**src/rtl/core/mmh_pkg.sv**
```systemverilog
// Package for the streaming MurmurHash64A unit: constants, queue entry and sequencer types.
// Has no dependencies. Every other file but mmh_checker refers to it by scoped names.
`default_nettype none

package mmh_pkg;

	// Mix constant, shift and seed after reset
	localparam logic [63:0] MIX_M      = 64'hc6a4a7935bd1e995;
	localparam int unsigned MIX_R      = 47;
	localparam logic [63:0] SEED_RESET = 64'hdeadbeefdeadbeef;

	// Word classes, set by the front when it takes a request
	typedef enum logic [1:0] {
		KIND_NONE = 2'd0,
		KIND_FULL = 2'd1,
		KIND_PART = 2'd2
	} kind_t;

	// One request as it travels from the front to the back
	typedef struct packed {
		logic [63:0] word;
		logic [31:0] len;
		kind_t       kind;
		logic        first;
		logic        last;
		logic        err;
	} entry_t;

	// Back sequencer states
	typedef enum logic [2:0] {
		BK_IDLE,
		BK_LEN,
		BK_ABS,
		BK_K1,
		BK_K2,
		BK_HM,
		BK_FIN,
		BK_EMIT
	} back_state_t;

	// Multiplier steps, one partial product each
	typedef enum logic [1:0] {
		MS_LL,
		MS_LH,
		MS_HL
	} mul_step_t;

	// x xor (x >> 47)
	function automatic logic [63:0] mix_shift(input logic [63:0] x);
		mix_shift = x ^ (x >> MIX_R);
	endfunction

endpackage

`default_nettype wire

```
**src/rtl/core/mmh_front.sv**
```systemverilog
// Front of the hash unit: takes requests, tracks message framing and classifies each word.
// Depends on mmh_pkg for the entry and word class types.
`default_nettype none

module mmh_front (
	input  wire logic           clk,
	input  wire logic           arst_n,
	input  wire logic           in_valid,
	output logic                in_ready,
	input  wire logic [63:0]    data_word,
	input  wire logic [3:0]     valid_bytes,
	input  wire logic           first,
	input  wire logic           last,
	input  wire logic [31:0]    total_length,
	input  wire logic           q_space,
	output logic                push,
	output mmh_pkg::entry_t     push_ent
);

	logic              in_msg_q;
	logic              err_q;
	logic [3:0]        n_eff;
	logic [63:0]       word_m;
	mmh_pkg::kind_t    kind;
	logic              keep;
	logic              err_eff;
	logic              accept;

	assign in_ready = q_space;
	assign accept   = in_valid && in_ready;
	assign keep     = first || in_msg_q;

	// Clamp the byte count and keep only the meaningful bytes
	always_comb begin
		n_eff  = (valid_bytes > 4'd8) ? 4'd8 : valid_bytes;
		word_m = '0;
		for (int i = 0; i < 8; i++) begin
			if (4'(i) < n_eff) begin
				word_m[8*i +: 8] = data_word[8*i +: 8];
			end
		end
	end

	// Classify the word
	always_comb begin
		if (n_eff == 4'd8) begin
			kind = mmh_pkg::KIND_FULL;
		end else if (n_eff == 4'd0) begin
			kind = mmh_pkg::KIND_NONE;
		end else begin
			kind = mmh_pkg::KIND_PART;
		end
		err_eff = (first ? 1'b0 : err_q) || ((kind == mmh_pkg::KIND_PART) && !last);
	end

	// Drop requests that fall outside a message
	assign push = accept && keep;

	always_comb begin
		push_ent.word  = word_m;
		push_ent.len   = total_length;
		push_ent.kind  = kind;
		push_ent.first = first;
		push_ent.last  = last;
		push_ent.err   = err_eff;
	end

	// Track message framing and the latched format error
	always_ff @(posedge clk or negedge arst_n) begin
		if (!arst_n) begin
			in_msg_q <= 1'b0;
			err_q    <= 1'b0;
		end else if (push) begin
			in_msg_q <= !last;
			err_q    <= last ? 1'b0 : err_eff;
		end
	end

endmodule

`default_nettype wire

```
**src/rtl/core/mmh_queue.sv**
```systemverilog
// Short request queue between front and back, built from flip-flops.
// Depends on mmh_pkg for the entry type.
`default_nettype none

module mmh_queue #(
	parameter int unsigned DEPTH = 2
) (
	input  wire logic            clk,
	input  wire logic            arst_n,
	input  wire logic            push,
	input  wire mmh_pkg::entry_t push_ent,
	output logic                 space,
	input  wire logic            pop,
	output mmh_pkg::entry_t      pop_ent,
	output logic                 avail
);

	localparam int unsigned PW = (DEPTH > 1) ? $clog2(DEPTH) : 1;
	localparam int unsigned CW = $clog2(DEPTH + 1);

	mmh_pkg::entry_t  ent_q [DEPTH];
	logic [PW-1:0]    wr_ptr_q;
	logic [PW-1:0]    rd_ptr_q;
	logic [CW-1:0]    cnt_q;
	logic             do_push;
	logic             do_pop;

	assign space   = (cnt_q != CW'(DEPTH));
	assign avail   = (cnt_q != '0);
	assign do_push = push && space;
	assign do_pop  = pop && avail;
	assign pop_ent = ent_q[rd_ptr_q];

	// Store incoming requests
	always_ff @(posedge clk) begin
		if (do_push) begin
			ent_q[wr_ptr_q] <= push_ent;
		end
	end

	// Advance pointers and occupancy
	always_ff @(posedge clk or negedge arst_n) begin
		if (!arst_n) begin
			wr_ptr_q <= '0;
			rd_ptr_q <= '0;
			cnt_q    <= '0;
		end else begin
			if (do_push) begin
				wr_ptr_q <= (wr_ptr_q == PW'(DEPTH - 1)) ? '0 : wr_ptr_q + PW'(1);
			end
			if (do_pop) begin
				rd_ptr_q <= (rd_ptr_q == PW'(DEPTH - 1)) ? '0 : rd_ptr_q + PW'(1);
			end
			if (do_push && !do_pop) begin
				cnt_q <= cnt_q + CW'(1);
			end else if (do_pop && !do_push) begin
				cnt_q <= cnt_q - CW'(1);
			end
		end
	end

endmodule

`default_nettype wire

```
**src/rtl/core/mmh_mul.sv**
```systemverilog
// Multiplier by the mix constant, modulo 2^64, on one 32x32 multiplier.
// Depends on mmh_pkg for the constant and the step type.
`default_nettype none

module mmh_mul (
	input  wire logic        clk,
	input  wire logic        arst_n,
	input  wire logic        start,
	input  wire logic [63:0] a,
	output logic             done,
	output logic [63:0]      prod
);

	logic [63:0]         a_q;
	logic [63:0]         prod_q;
	mmh_pkg::mul_step_t  step_q;
	mmh_pkg::mul_step_t  step_d;
	logic                busy_q;
	logic                busy_d;
	logic                done_q;
	logic                done_d;
	logic [31:0]         op_x;
	logic [31:0]         op_y;
	logic [63:0]         mult;

	assign done = done_q;
	assign prod = prod_q;

	// Select the partial product for this step
	always_comb begin
		case (step_q)
			mmh_pkg::MS_LL: begin
				op_x = a_q[31:0];
				op_y = mmh_pkg::MIX_M[31:0];
			end
			mmh_pkg::MS_LH: begin
				op_x = a_q[31:0];
				op_y = mmh_pkg::MIX_M[63:32];
			end
			default: begin
				op_x = a_q[63:32];
				op_y = mmh_pkg::MIX_M[31:0];
			end
		endcase
		mult = 64'(op_x) * 64'(op_y);
	end

	// Accumulate partial products
	always_ff @(posedge clk) begin
		if (start) begin
			a_q <= a;
		end else if (busy_q) begin
			if (step_q == mmh_pkg::MS_LL) begin
				prod_q <= mult;
			end else begin
				prod_q[63:32] <= prod_q[63:32] + mult[31:0];
			end
		end
	end

	// Next step and completion pulse
	always_comb begin
		step_d = step_q;
		busy_d = busy_q;
		done_d = 1'b0;
		if (start) begin
			step_d = mmh_pkg::MS_LL;
			busy_d = 1'b1;
		end else if (busy_q) begin
			case (step_q)
				mmh_pkg::MS_LL: begin
					step_d = mmh_pkg::MS_LH;
				end
				mmh_pkg::MS_LH: begin
					step_d = mmh_pkg::MS_HL;
				end
				default: begin
					step_d = mmh_pkg::MS_LL;
					busy_d = 1'b0;
					done_d = 1'b1;
				end
			endcase
		end
	end

	// Step register
	always_ff @(posedge clk or negedge arst_n) begin
		if (!arst_n) begin
			step_q <= mmh_pkg::MS_LL;
			busy_q <= 1'b0;
			done_q <= 1'b0;
		end else begin
			step_q <= step_d;
			busy_q <= busy_d;
			done_q <= done_d;
		end
	end

endmodule

`default_nettype wire

```
**src/rtl/core/mmh_back.sv**
```systemverilog
// Back of the hash unit: sequences the accumulator recurrence and holds the result register.
// Depends on mmh_pkg and instantiates mmh_mul.
`default_nettype none

module mmh_back (
	input  wire logic            clk,
	input  wire logic            arst_n,
	input  wire logic [63:0]     seed,
	input  wire logic            q_avail,
	input  wire mmh_pkg::entry_t q_ent,
	output logic                 pop,
	output logic                 out_valid,
	input  wire logic            out_ready,
	output logic [63:0]          hash,
	output logic                 format_error
);

	mmh_pkg::back_state_t  state_q;
	mmh_pkg::back_state_t  state_d;
	mmh_pkg::entry_t       ent_q;
	logic [63:0]           h_q;
	logic [63:0]           h_d;
	logic                  h_load;
	logic [63:0]           res_q;
	logic                  res_load;
	logic                  out_load;
	logic                  out_valid_q;
	logic [63:0]           hash_q;
	logic                  err_q;
	logic                  mul_start;
	logic [63:0]           mul_a;
	logic                  mul_done;
	logic [63:0]           mul_prod;

	mmh_mul u_mul (
		.clk    (clk),
		.arst_n (arst_n),
		.start  (mul_start),
		.a      (mul_a),
		.done   (mul_done),
		.prod   (mul_prod)
	);

	// Next state and sequencer outputs
	always_comb begin
		state_d   = state_q;
		pop       = 1'b0;
		mul_start = 1'b0;
		mul_a     = h_q;
		h_load    = 1'b0;
		h_d       = h_q;
		res_load  = 1'b0;
		out_load  = 1'b0;
		case (state_q)
			mmh_pkg::BK_IDLE: begin
				if (q_avail) begin
					pop = 1'b1;
					if (q_ent.first) begin
						mul_start = 1'b1;
						mul_a     = {32'd0, q_ent.len};
						state_d   = mmh_pkg::BK_LEN;
					end else begin
						state_d   = mmh_pkg::BK_ABS;
					end
				end
			end
			mmh_pkg::BK_LEN: begin
				if (mul_done) begin
					h_d     = seed ^ mul_prod;
					h_load  = 1'b1;
					state_d = mmh_pkg::BK_ABS;
				end
			end
			mmh_pkg::BK_ABS: begin
				case (ent_q.kind)
					mmh_pkg::KIND_FULL: begin
						mul_start = 1'b1;
						mul_a     = ent_q.word;
						state_d   = mmh_pkg::BK_K1;
					end
					mmh_pkg::KIND_PART: begin
						h_d       = h_q ^ ent_q.word;
						h_load    = 1'b1;
						mul_start = 1'b1;
						mul_a     = h_d;
						state_d   = mmh_pkg::BK_HM;
					end
					default: begin
						if (ent_q.last) begin
							mul_start = 1'b1;
							mul_a     = mmh_pkg::mix_shift(h_q);
							state_d   = mmh_pkg::BK_FIN;
						end else begin
							state_d   = mmh_pkg::BK_IDLE;
						end
					end
				endcase
			end
			mmh_pkg::BK_K1: begin
				if (mul_done) begin
					mul_start = 1'b1;
					mul_a     = mmh_pkg::mix_shift(mul_prod);
					state_d   = mmh_pkg::BK_K2;
				end
			end
			mmh_pkg::BK_K2: begin
				if (mul_done) begin
					h_d       = h_q ^ mul_prod;
					h_load    = 1'b1;
					mul_start = 1'b1;
					mul_a     = h_d;
					state_d   = mmh_pkg::BK_HM;
				end
			end
			mmh_pkg::BK_HM: begin
				if (mul_done) begin
					h_d    = mul_prod;
					h_load = 1'b1;
					if (ent_q.last) begin
						mul_start = 1'b1;
						mul_a     = mmh_pkg::mix_shift(mul_prod);
						state_d   = mmh_pkg::BK_FIN;
					end else begin
						state_d   = mmh_pkg::BK_IDLE;
					end
				end
			end
			mmh_pkg::BK_FIN: begin
				if (mul_done) begin
					res_load = 1'b1;
					state_d  = mmh_pkg::BK_EMIT;
				end
			end
			mmh_pkg::BK_EMIT: begin
				if (!out_valid_q || out_ready) begin
					out_load = 1'b1;
					state_d  = mmh_pkg::BK_IDLE;
				end
			end
			default: begin
				state_d = mmh_pkg::BK_IDLE;
			end
		endcase
	end

	// State register
	always_ff @(posedge clk or negedge arst_n) begin
		if (!arst_n) begin
			state_q <= mmh_pkg::BK_IDLE;
		end else begin
			state_q <= state_d;
		end
	end

	// Working registers
	always_ff @(posedge clk) begin
		if (pop) begin
			ent_q <= q_ent;
		end
		if (h_load) begin
			h_q <= h_d;
		end
		if (res_load) begin
			res_q <= mmh_pkg::mix_shift(mul_prod);
		end
		if (out_load) begin
			hash_q <= res_q;
			err_q  <= ent_q.err;
		end
	end

	// Hold the result until it is taken
	always_ff @(posedge clk or negedge arst_n) begin
		if (!arst_n) begin
			out_valid_q <= 1'b0;
		end else if (out_load) begin
			out_valid_q <= 1'b1;
		end else if (out_ready) begin
			out_valid_q <= 1'b0;
		end
	end

	assign out_valid    = out_valid_q;
	assign hash         = hash_q;
	assign format_error = err_q;

endmodule

`default_nettype wire

```
**src/rtl/core/murmur64a_stream_hash_unit.sv**
```systemverilog
// Streaming MurmurHash64A unit: seed register, front, request queue and back.
// Depends on mmh_pkg and instantiates mmh_front, mmh_queue and mmh_back.
`default_nettype none

// Hashes messages that arrive as little-endian 64-bit words and returns one 64-bit
// MurmurHash64A per message, after the request marked last. All multiplies by the mix
// constant share one 32x32 multiplier. After taking a request, the back multiplies a
// full word, mixes and multiplies it again, folds it into the accumulator and multiplies
// that; a partial word is folded in and the accumulator multiplied; an empty word adds
// no product. The first word of a message adds the length mix, the last the finish (one
// product and the hand-off to the result register). The front takes a request in any
// cycle the queue (QUEUE_DEPTH entries) has room, and the result register lets the back
// start the next message while a hash waits to be taken. The user must write the seed
// through the configuration port only while the unit is idle; the unit does not enforce
// this. The seed resets to 0xdeadbeefdeadbeef. A short word before the last one sets
// format_error on that message's result.
module murmur64a_stream_hash_unit #(
	parameter int unsigned QUEUE_DEPTH = 2
) (
	input  wire logic        clk,
	input  wire logic        arst_n,
	input  wire logic        in_valid,
	output logic             in_ready,
	input  wire logic [63:0] data_word,
	input  wire logic [3:0]  valid_bytes,
	input  wire logic        first,
	input  wire logic        last,
	input  wire logic [31:0] total_length,
	output logic             out_valid,
	input  wire logic        out_ready,
	output logic [63:0]      hash,
	output logic             format_error,
	input  wire logic        cfg_valid,
	output logic             cfg_ready,
	input  wire logic [63:0] cfg_data
);

	logic [63:0]      seed_q;
	logic             q_space;
	logic             push;
	mmh_pkg::entry_t  push_ent;
	logic             pop;
	mmh_pkg::entry_t  pop_ent;
	logic             q_avail;

	// Seed register, always writable
	assign cfg_ready = 1'b1;

	always_ff @(posedge clk or negedge arst_n) begin
		if (!arst_n) begin
			seed_q <= mmh_pkg::SEED_RESET;
		end else if (cfg_valid && cfg_ready) begin
			seed_q <= cfg_data;
		end
	end

	mmh_front u_front (
		.clk          (clk),
		.arst_n       (arst_n),
		.in_valid     (in_valid),
		.in_ready     (in_ready),
		.data_word    (data_word),
		.valid_bytes  (valid_bytes),
		.first        (first),
		.last         (last),
		.total_length (total_length),
		.q_space      (q_space),
		.push         (push),
		.push_ent     (push_ent)
	);

	mmh_queue #(
		.DEPTH (QUEUE_DEPTH)
	) u_queue (
		.clk      (clk),
		.arst_n   (arst_n),
		.push     (push),
		.push_ent (push_ent),
		.space    (q_space),
		.pop      (pop),
		.pop_ent  (pop_ent),
		.avail    (q_avail)
	);

	mmh_back u_back (
		.clk          (clk),
		.arst_n       (arst_n),
		.seed         (seed_q),
		.q_avail      (q_avail),
		.q_ent        (pop_ent),
		.pop          (pop),
		.out_valid    (out_valid),
		.out_ready    (out_ready),
		.hash         (hash),
		.format_error (format_error)
	);

endmodule

`default_nettype wire

```
**config.mk**
```make
export PLATFORM = sky130hd
export DESIGN_NAME = murmur64a_stream_hash_unit
export DESIGN_NICKNAME = d
export VERILOG_FILES = /design/src/rtl/core/mmh_pkg.sv /design/src/rtl/core/mmh_front.sv /design/src/rtl/core/mmh_queue.sv /design/src/rtl/core/mmh_mul.sv /design/src/rtl/core/mmh_back.sv /design/src/rtl/core/murmur64a_stream_hash_unit.sv
export SDC_FILE = /design/constraint.sdc
export NUM_CORES = 2
export LEC_CHECK = 0
export BUFFER_PORTS_ARGS = -buffer_cell sky130_fd_sc_hd__buf_2
export CAP_MARGIN = 40
export CORE_MARGIN = 2
export CORE_UTILIZATION = 55
export CTS_CLUSTER_SIZE = 24
export DETAILED_ROUTE_END_ITERATION = 10
export HOLD_SLACK_MARGIN = 0.15
export MAX_ROUTING_LAYER = met4
export PLACE_DENSITY = 0.74
export SLEW_MARGIN = 0
export SYNTH_ARGS = -nofsm -noshare
export SYNTH_HDL_FRONTEND = slang
export SYNTH_SLANG_ARGS = --single-unit
```
**constraint.sdc**
```tcl
create_clock -name clk -period 14 [get_ports clk]
set_input_delay 0.7 -clock clk [delete_from_list [all_inputs] [get_ports clk]]
set_output_delay 0.7 -clock clk [all_outputs]
set_load 0.05 [all_outputs]
```
# Yosys cells after proc, flatten, opt, wreduce, memory -nomap -nowiden
# Memories as Yosys holds them, arrays and structs flattened.
# Cells that the tools add are included.
[totals] elab_cells=166 mem_bits_rw=202 inputBits=171 ff_bits=467 mem_count=1
[memory_table] memory="u_queue.ent_q" depth=2 width=101 read_ports=1 rd_clocked_by_memory_dff=0 write_ports=1 line="mmh_queue.sv:21" text="mmh_pkg::entry_t ent_q [DEPTH];"
[classes] eq_ne=21 add_sub_neg=5 mux=71 multipliers=1 n_bitwise=6 reduce_logical=30 n_lt_le_gt_ge=9
[op_table] cell="two-way mux 64 bit" count=10
[op_table] cell="one-hot mux 64 bit (5 select lines)" count=1
[op_table] cell="one-hot mux 64 bit (4 select lines)" count=1
[op_table] cell="XOR 64 bit" count=3
[op_table] cell="one-hot mux 64 bit (2 select lines)" count=1
[op_table] cell="XOR 64 x 17 -> 64 bit" count=2
[op_table] cell="two-way mux 32 bit" count=3
[op_table] cell="multiplier 32 x 32 -> 64 bit" count=1
[op_table] cell="two-way mux 8 bit" count=8
[op_table] cell="adder 32 bit" count=1
[op_table] cell="two-way mux 1 bit" count=26
[op_table] cell="two-way mux 3 bit" count=8
[op_table] cell="one-hot mux 3 bit (8 select lines)" count=1
[op_table] cell="< comparator 3 x 4 -> 1 bit (first input constant)" count=4
[op_table] cell="two-way mux 2 bit" count=7
[op_table] cell="equality test 3 bit (second input constant)" count=4
[op_table] cell="inequality test 2 bit (second input constant)" count=6
[op_table] cell="< comparator 1 x 4 -> 1 bit (first input constant)" count=2
[op_table] cell="< comparator 2 x 4 -> 1 bit (first input constant)" count=2
[op_table] cell="nonzero test 2 bit" count=4
[op_table] cell="logical AND 1 bit" count=7
[op_table] cell="AND reduction 7 bit" count=1
[op_table] cell="equality test 3 x 2 -> 1 bit (second input constant)" count=2
[op_table] cell="inequality test 2 x 1 -> 1 bit (second input constant)" count=3
[op_table] cell="25 further kinds" count=35

# Longest topological paths before layout
[depth] word_depth=9 depth_mapped=41

# Hierarchy
# Synthesis repeated with hierarchy kept, for this count alone.
[unflattened] cells_unflattened=5212 hier_area_um2=58128.2
[by_module_without_submodules] mod="mmh_mul" cells_each=2881 seq_area_each_um2=3943.8 area_per_inst_um2=30046.3 instances=1
[by_module_without_submodules] mod="mmh_back" cells_each=1737 seq_area_each_um2=7937.6 area_per_inst_um2=16657.2 instances=1
[by_module_without_submodules] mod="mmh_queue" cells_each=332 seq_area_each_um2=6165.9 area_per_inst_um2=7805.0 instances=1
[by_module_without_submodules] mod="murmur64a_stream_hash_unit" cells_each=137 seq_area_each_um2=1661.6 area_per_inst_um2=2750.1 instances=1
[by_module_without_submodules] mod="mmh_front" cells_each=125 seq_area_each_um2=50.0 area_per_inst_um2=869.6 instances=1

# Worst setup path before layout
# Ideal clock, no wire load.
[synth_path] kind="reg2reg" from="reg u_back.u_mul.step_q[1]" to="reg u_back.u_mul.prod_q[61], in the netlist u_back.u_mul.prod[61], data pin" slack_ns=4.310 path_buffers=3 synth_period_minus_slack_ns=9.690 arrival_time_ns=9.552 path_stages_with_launch=37 setup_time_ns=0.138 t_required_ns=13.862 cell_sequence="dfrtp_1 -> buf_2 -> buf_1 -> clkbuf_1 -> mux2_2 -> nand2_1 -> inv_1 -> ha_1 -> fa_1 -> inv_1 -> fa_1 -> fa_1 -> inv_1 -> fa_1 -> fa_1 -> fa_1 -> inv_1 -> fa_1 -> inv_1 -> ha_1 -> nand2_1 -> or4b_1 -> a21oi_1 -> a21bo_2 -> nand2_1 -> xor2_1 -> ha_1 -> a21o_1 -> a21o_1 -> a21o_1 -> a21o_1 -> a21oi_1 -> o31ai_2 -> a2111oi_2 -> a31oi_1 -> a31o_1 -> nand4_1"
[synth_via] elab_chain_cells=6 elab_cells_between_ends=8
[synth_rtl] item="start, declared" line="mmh_mul.sv:16" text="mmh_pkg::mul_step_t step_q;"
[synth_rtl] item="start signal, assigned" line="mmh_mul.sv:89" text="step_q <= mmh_pkg::MS_LL;"
[synth_rtl] item="start signal, assigned" line="mmh_mul.sv:93" text="step_q <= step_d;"
[synth_rtl] item="equality test 2 x 1 -> 1 bit or logical NOT 2 bit (tied branches)" line="mmh_mul.sv:31" text="case (step_q)"
[synth_rtl] item="OR reduction 2 bit (no source line)"
[synth_rtl] item="two-way mux 32 bit" line="mmh_mul.sv:31"
[synth_rtl] item="multiplier 32 x 32 -> 64 bit (*)" line="mmh_mul.sv:45" text="mult = 64'(op_x) * 64'(op_y);"
[synth_rtl] item="named net u_back.u_mul.mult[22]" line="mmh_mul.sv:24" text="logic [63:0] mult;"
[synth_rtl] item="adder 32 bit (*)" line="mmh_mul.sv:56" text="prod_q[63:32] <= prod_q[63:32] + mult[31:0];"
[synth_rtl] item="two-way mux 32 bit (*)" line="mmh_mul.sv:53" text="if (step_q == mmh_pkg::MS_LL) begin"
[synth_rtl] item="end signal, assigned" line="mmh_mul.sv:54" text="prod_q <= mult;"
[synth_rtl] item="end signal, assigned" line="mmh_mul.sv:56"
[synth_rtl] item="end, declared" line="mmh_mul.sv:15" text="logic [63:0] prod_q;"
# The timed path passes the listed nets; every way through them passes the cells marked *.
# A chain may end at the register's enable or synchronous reset.

# Worst setup path in the final report
# Same ends and word-level chain as after synthesis.

==> metrics.md <==
| Metric | Value |
|---|---|
| Outcome | `finished, final reports clean` |
| GP Congestion | `1.03` |
| Post-route minimum period | `11100 ps` |
| Total number of vias | `43500` |
| Skew-Pair Late Insertion Delay | `660 ps` |
| Count leader, synth | `inv_1` |
| Flops & latches, synth | `669` |
| Yosys Warn Count | `0` |
| Commonest cells in the synthesized netlist | `inv_1, fa_1, edfxtp_1, ha_1, nand2_1` |
| Final Power | `4.83 mW` |
| TritonCTS clock tree | `done` |
| Clock tree sinks | `669` |
| Number of flops mapped to enable cells by yosys | `591` |
| Share of cells above drive strength 1 | `0.117` |
| Initial antenna violation count | `7` |
| Clock-pin slew of the registers on the worst-case setup and hold paths | `60 ps` |
| R2R cell count | `35` |
| WL/cell | `27.9 um` |
| CTS Buf Count | `71` |
| RR Endpoint | `u_back.u_mul.prod[61]$_DFFE_PP_` |
| Root buffer cell | `clkbuf_16` |
| CP Capture Type | `flip-flop` |
| GRT Util Overall | `0.375` |
| Post-Syn Area per Cell | `10.6 um2` |
| Buf/Inv on CP | `5` |
| Cells after Synth | `5435` |
| Dominant cell type by area after synthesis | `edfxtp_1` |
| Detail Placement HPWL | `152000 um` |
| Slew Limit Fails | `0` |
| Register area share after synthesis | `0.342` |
| Reg2Reg Launch Point | `u_back.u_mul.step_q[1]$_DFFE_PN0P_` |
| Total negative slack | `0 ps` |
| LEAKAGE | `27.0 nW` |
| Drt total wl | `194000 um` |
| Worst hold-check path type | `input port to flip-flop` |
| Synth Flop Type | `edfxtp_1` |
| Endpoints failing setup | `0` |
| IO Pins | `239` |
| Max-slew headroom | `0.322` |
| Clock tree buffer depth | `3` |
| WP data required | `14380 ps` |
| Crit share post-route | `0.793` |
| CP peak stage delay | `880 ps` |
| CTS H-tree depth | `3` |
| Post-DR vias/cell | `6.26` |
| Worst path depth | `35` |
| Iteration-0 DRC Markers | `5103` |
| Setup CP Type | `flip-flop to flip-flop` |
| Largest net degree at the start of global routing | `82` |
| Synthesized cell area | `57800 um2` |
| Ys async rst share | `0.117` |
| Final clock skew | `36.9 ps` |
| R2R setup slack | `2900 ps` |
| Die ar. | `108000 um2` |
| Yosys cell types | `83` |
| Top cells by area, synth | `edfxtp_1, fa_1, ha_1, inv_1, a21oi_1` |
| Most frequent CP cell | `ha_1` |
| Max-Cap Viols | `0` |
| Vias in the first global route | `43400` |
| Peak supply drop | `0.131 mV` |
| Critical Path Source Type | `flip-flop` |
| First-pass GRT wire length | `287000 um` |
| Actual slew at the worst max-slew pin | `1020 ps` |
| Max frequency | `90.1 MHz` |
| CP delay by family, top | `adder cells` |
| RSZ-0062 raised after global routing | `false` |
| Worst Path Max Fanout | `22` |
| Starting Density | `0.556` |
| CP Launch Point | `u_back.u_mul.step_q[1]$_DFFE_PN0P_` |
| Drt first pass iters | `7` |
| Fill count | `8642` |
| Drt drc | `0` |
| Hold Crit Depth | `1` |
| Port-buffer cells | `237` |
| FP Rows | `118` |
| Die height | `328 um` |
| CORE AREA | `104000 um2` |
| Area share of the largest cell type after synthesis | `0.307` |
| Horiz. Die Dim | `328 um` |
| Worst EP arrival | `11480 ps` |
| ANT nets after route | `0` |
| Layout area overhead | `8.67%` |
| Gr ovfl total | `0` |
| Pwr/cell area | `76.8 nW/um2` |
| CP max stage cell | `dfrtp_2` |
| Hold Fails Final Rpt | `0` |
| Nets | `6731` |
| Critical Path Sink | `u_back.u_mul.prod[61]$_DFFE_PP_` |
-- logic make-up (layout without fill, tap and decap cells) --
logic type | count (synthesis) | after routing | share of synthesized area
other | 2 | 10 | 0.000130
muxes | 196 | 196 | 0.0367
adders and majority gates | 1050 | 1050 | 0.307
buffers and inverters | 1183 | 1313 | 0.0770
xor gates and xnor gates | 217 | 217 | 0.0329
DFF | 669 | 669 | 0.342
and+or+nand+nor | 995 | 995 | 0.0774
AOI/OAI and AO/OA | 1123 | 1123 | 0.127
-- stage by stage --
stage | instances | area (um2) | utilization | hold WS (ps) | setup WS, ps
floorplan | 5439 | 57800 | - | 400 | 4310
global placement | 6799 | 60100 | 0.578 | 402 | 3270
detailed placement | 6815 | 60300 | 0.580 | 405 | 3060
CTS | 6948 | 62800 | 0.604 | 200 | 3040
global route | 6952 | 62800 | 0.604 | 213 | 2260
finish | 6953 | 62800 | 0.604 | 226 | 2900
-- cells in the final DEF (no fill, tap or decap), types with 47 or more instances in the layout --
master	netlist	routed
mux2_2	128	128
buf_4	2	60
ha_1	437	435
xnor2_1	153	153
nand2_1	394	392
a31oi_1	50	50
a21o_1	61	61
o21ai_0	188	188
clkbuf_16	0	71
xor2_1	64	64
edfxtp_1	591	591
o22ai_1	81	81
nor2_1	275	268
buf_2	4	240
a21oi_1	332	332
nor3_1	59	58
a221oi_1	101	101
mux2i_1	68	68
o21a_1	47	47
dfstp_2	48	48
fa_1	613	613
o32ai_1	54	54
inv_1	869	867
nor2b_1	80	77
-- layer usage --
layer | track usage | part of all wire
met1 | 0.498 | 0.39
met2 | 0.568 | 0.45
met3 | 0.0594 | 0.093
met4 | 0.174 | 0.058
met5 | - | 0
-- layout make-up --
type / instances / area (um2) / area share
clock inverter: 38 / 558 / 0.00888
sequential: 669 / 19800 / 0.315
timing repair buffer: 309 / 1810 / 0.0288
multi-input combinational: 3587 / 33700 / 0.537
antenna: 4 / 10.0 / 0.000159
inverter: 872 / 3270 / 0.0521
tap: 1380 / 1730 / 0.0275
clock buffer: 94 / 1940 / 0.0309
-- repair_timing --
action                                  4_1_cts  5_1_grt
hold endpoints to repair                     12        0
buffers inserted                              0        0
resized for setup                             0        0
endpoints found under the setup margin        0        0
hold buffers                                  1        0
-- state kept, by name, indices dropped and copies added, names as in the netlist --
signal	flops
u_queue.ent_q	202
u_back.ent_q	68
seed_q	64
u_back.h_q	64
u_back.hash	64
u_back.res_q	64
u_back.u_mul.a_q	64
u_back.u_mul.prod	64
u_back.state_q	3
u_back.u_mul.step_q	2
u_queue.cnt_q	2
u_back.format_error	1
u_back.out_valid	1
u_back.u_mul.busy_q	1
u_back.u_mul.done	1
u_front.err_q	1
u_front.in_msg_q	1
u_queue.rd_ptr_q	1
u_queue.wr_ptr_q	1
-- power breakdown --
group	internal, mW	leakage, nW	switching [mW]
logic	0.161	19.6	0.274
clock network	1.15	1.20	0.853
registers	2.34	6.23	0.0483
-- how the worst min path moves through the flow --
stage	start	endpoint	slack, ps
5_1_grt	total_length[4]	u_queue.ent_q[1][9]$_DFFE_PP_	210
2_1_floorplan	arst_n	seed_q[14]$_DFFE_PN0P_	400
3_3_place_gp	u_back.res_q[0]$_DFFE_PP_	u_back.hash[0]$_DFFE_PP_	400
6_report	total_length[14]	u_queue.ent_q[1][19]$_DFFE_PP_	230
4_1_cts	total_length[14]	u_queue.ent_q[0][19]$_DFFE_PP_	200
3_5_place_dp	u_back.res_q[21]$_DFFE_PP_	u_back.hash[21]$_DFFE_PP_	400
Power figures use the tool's default switching activity.
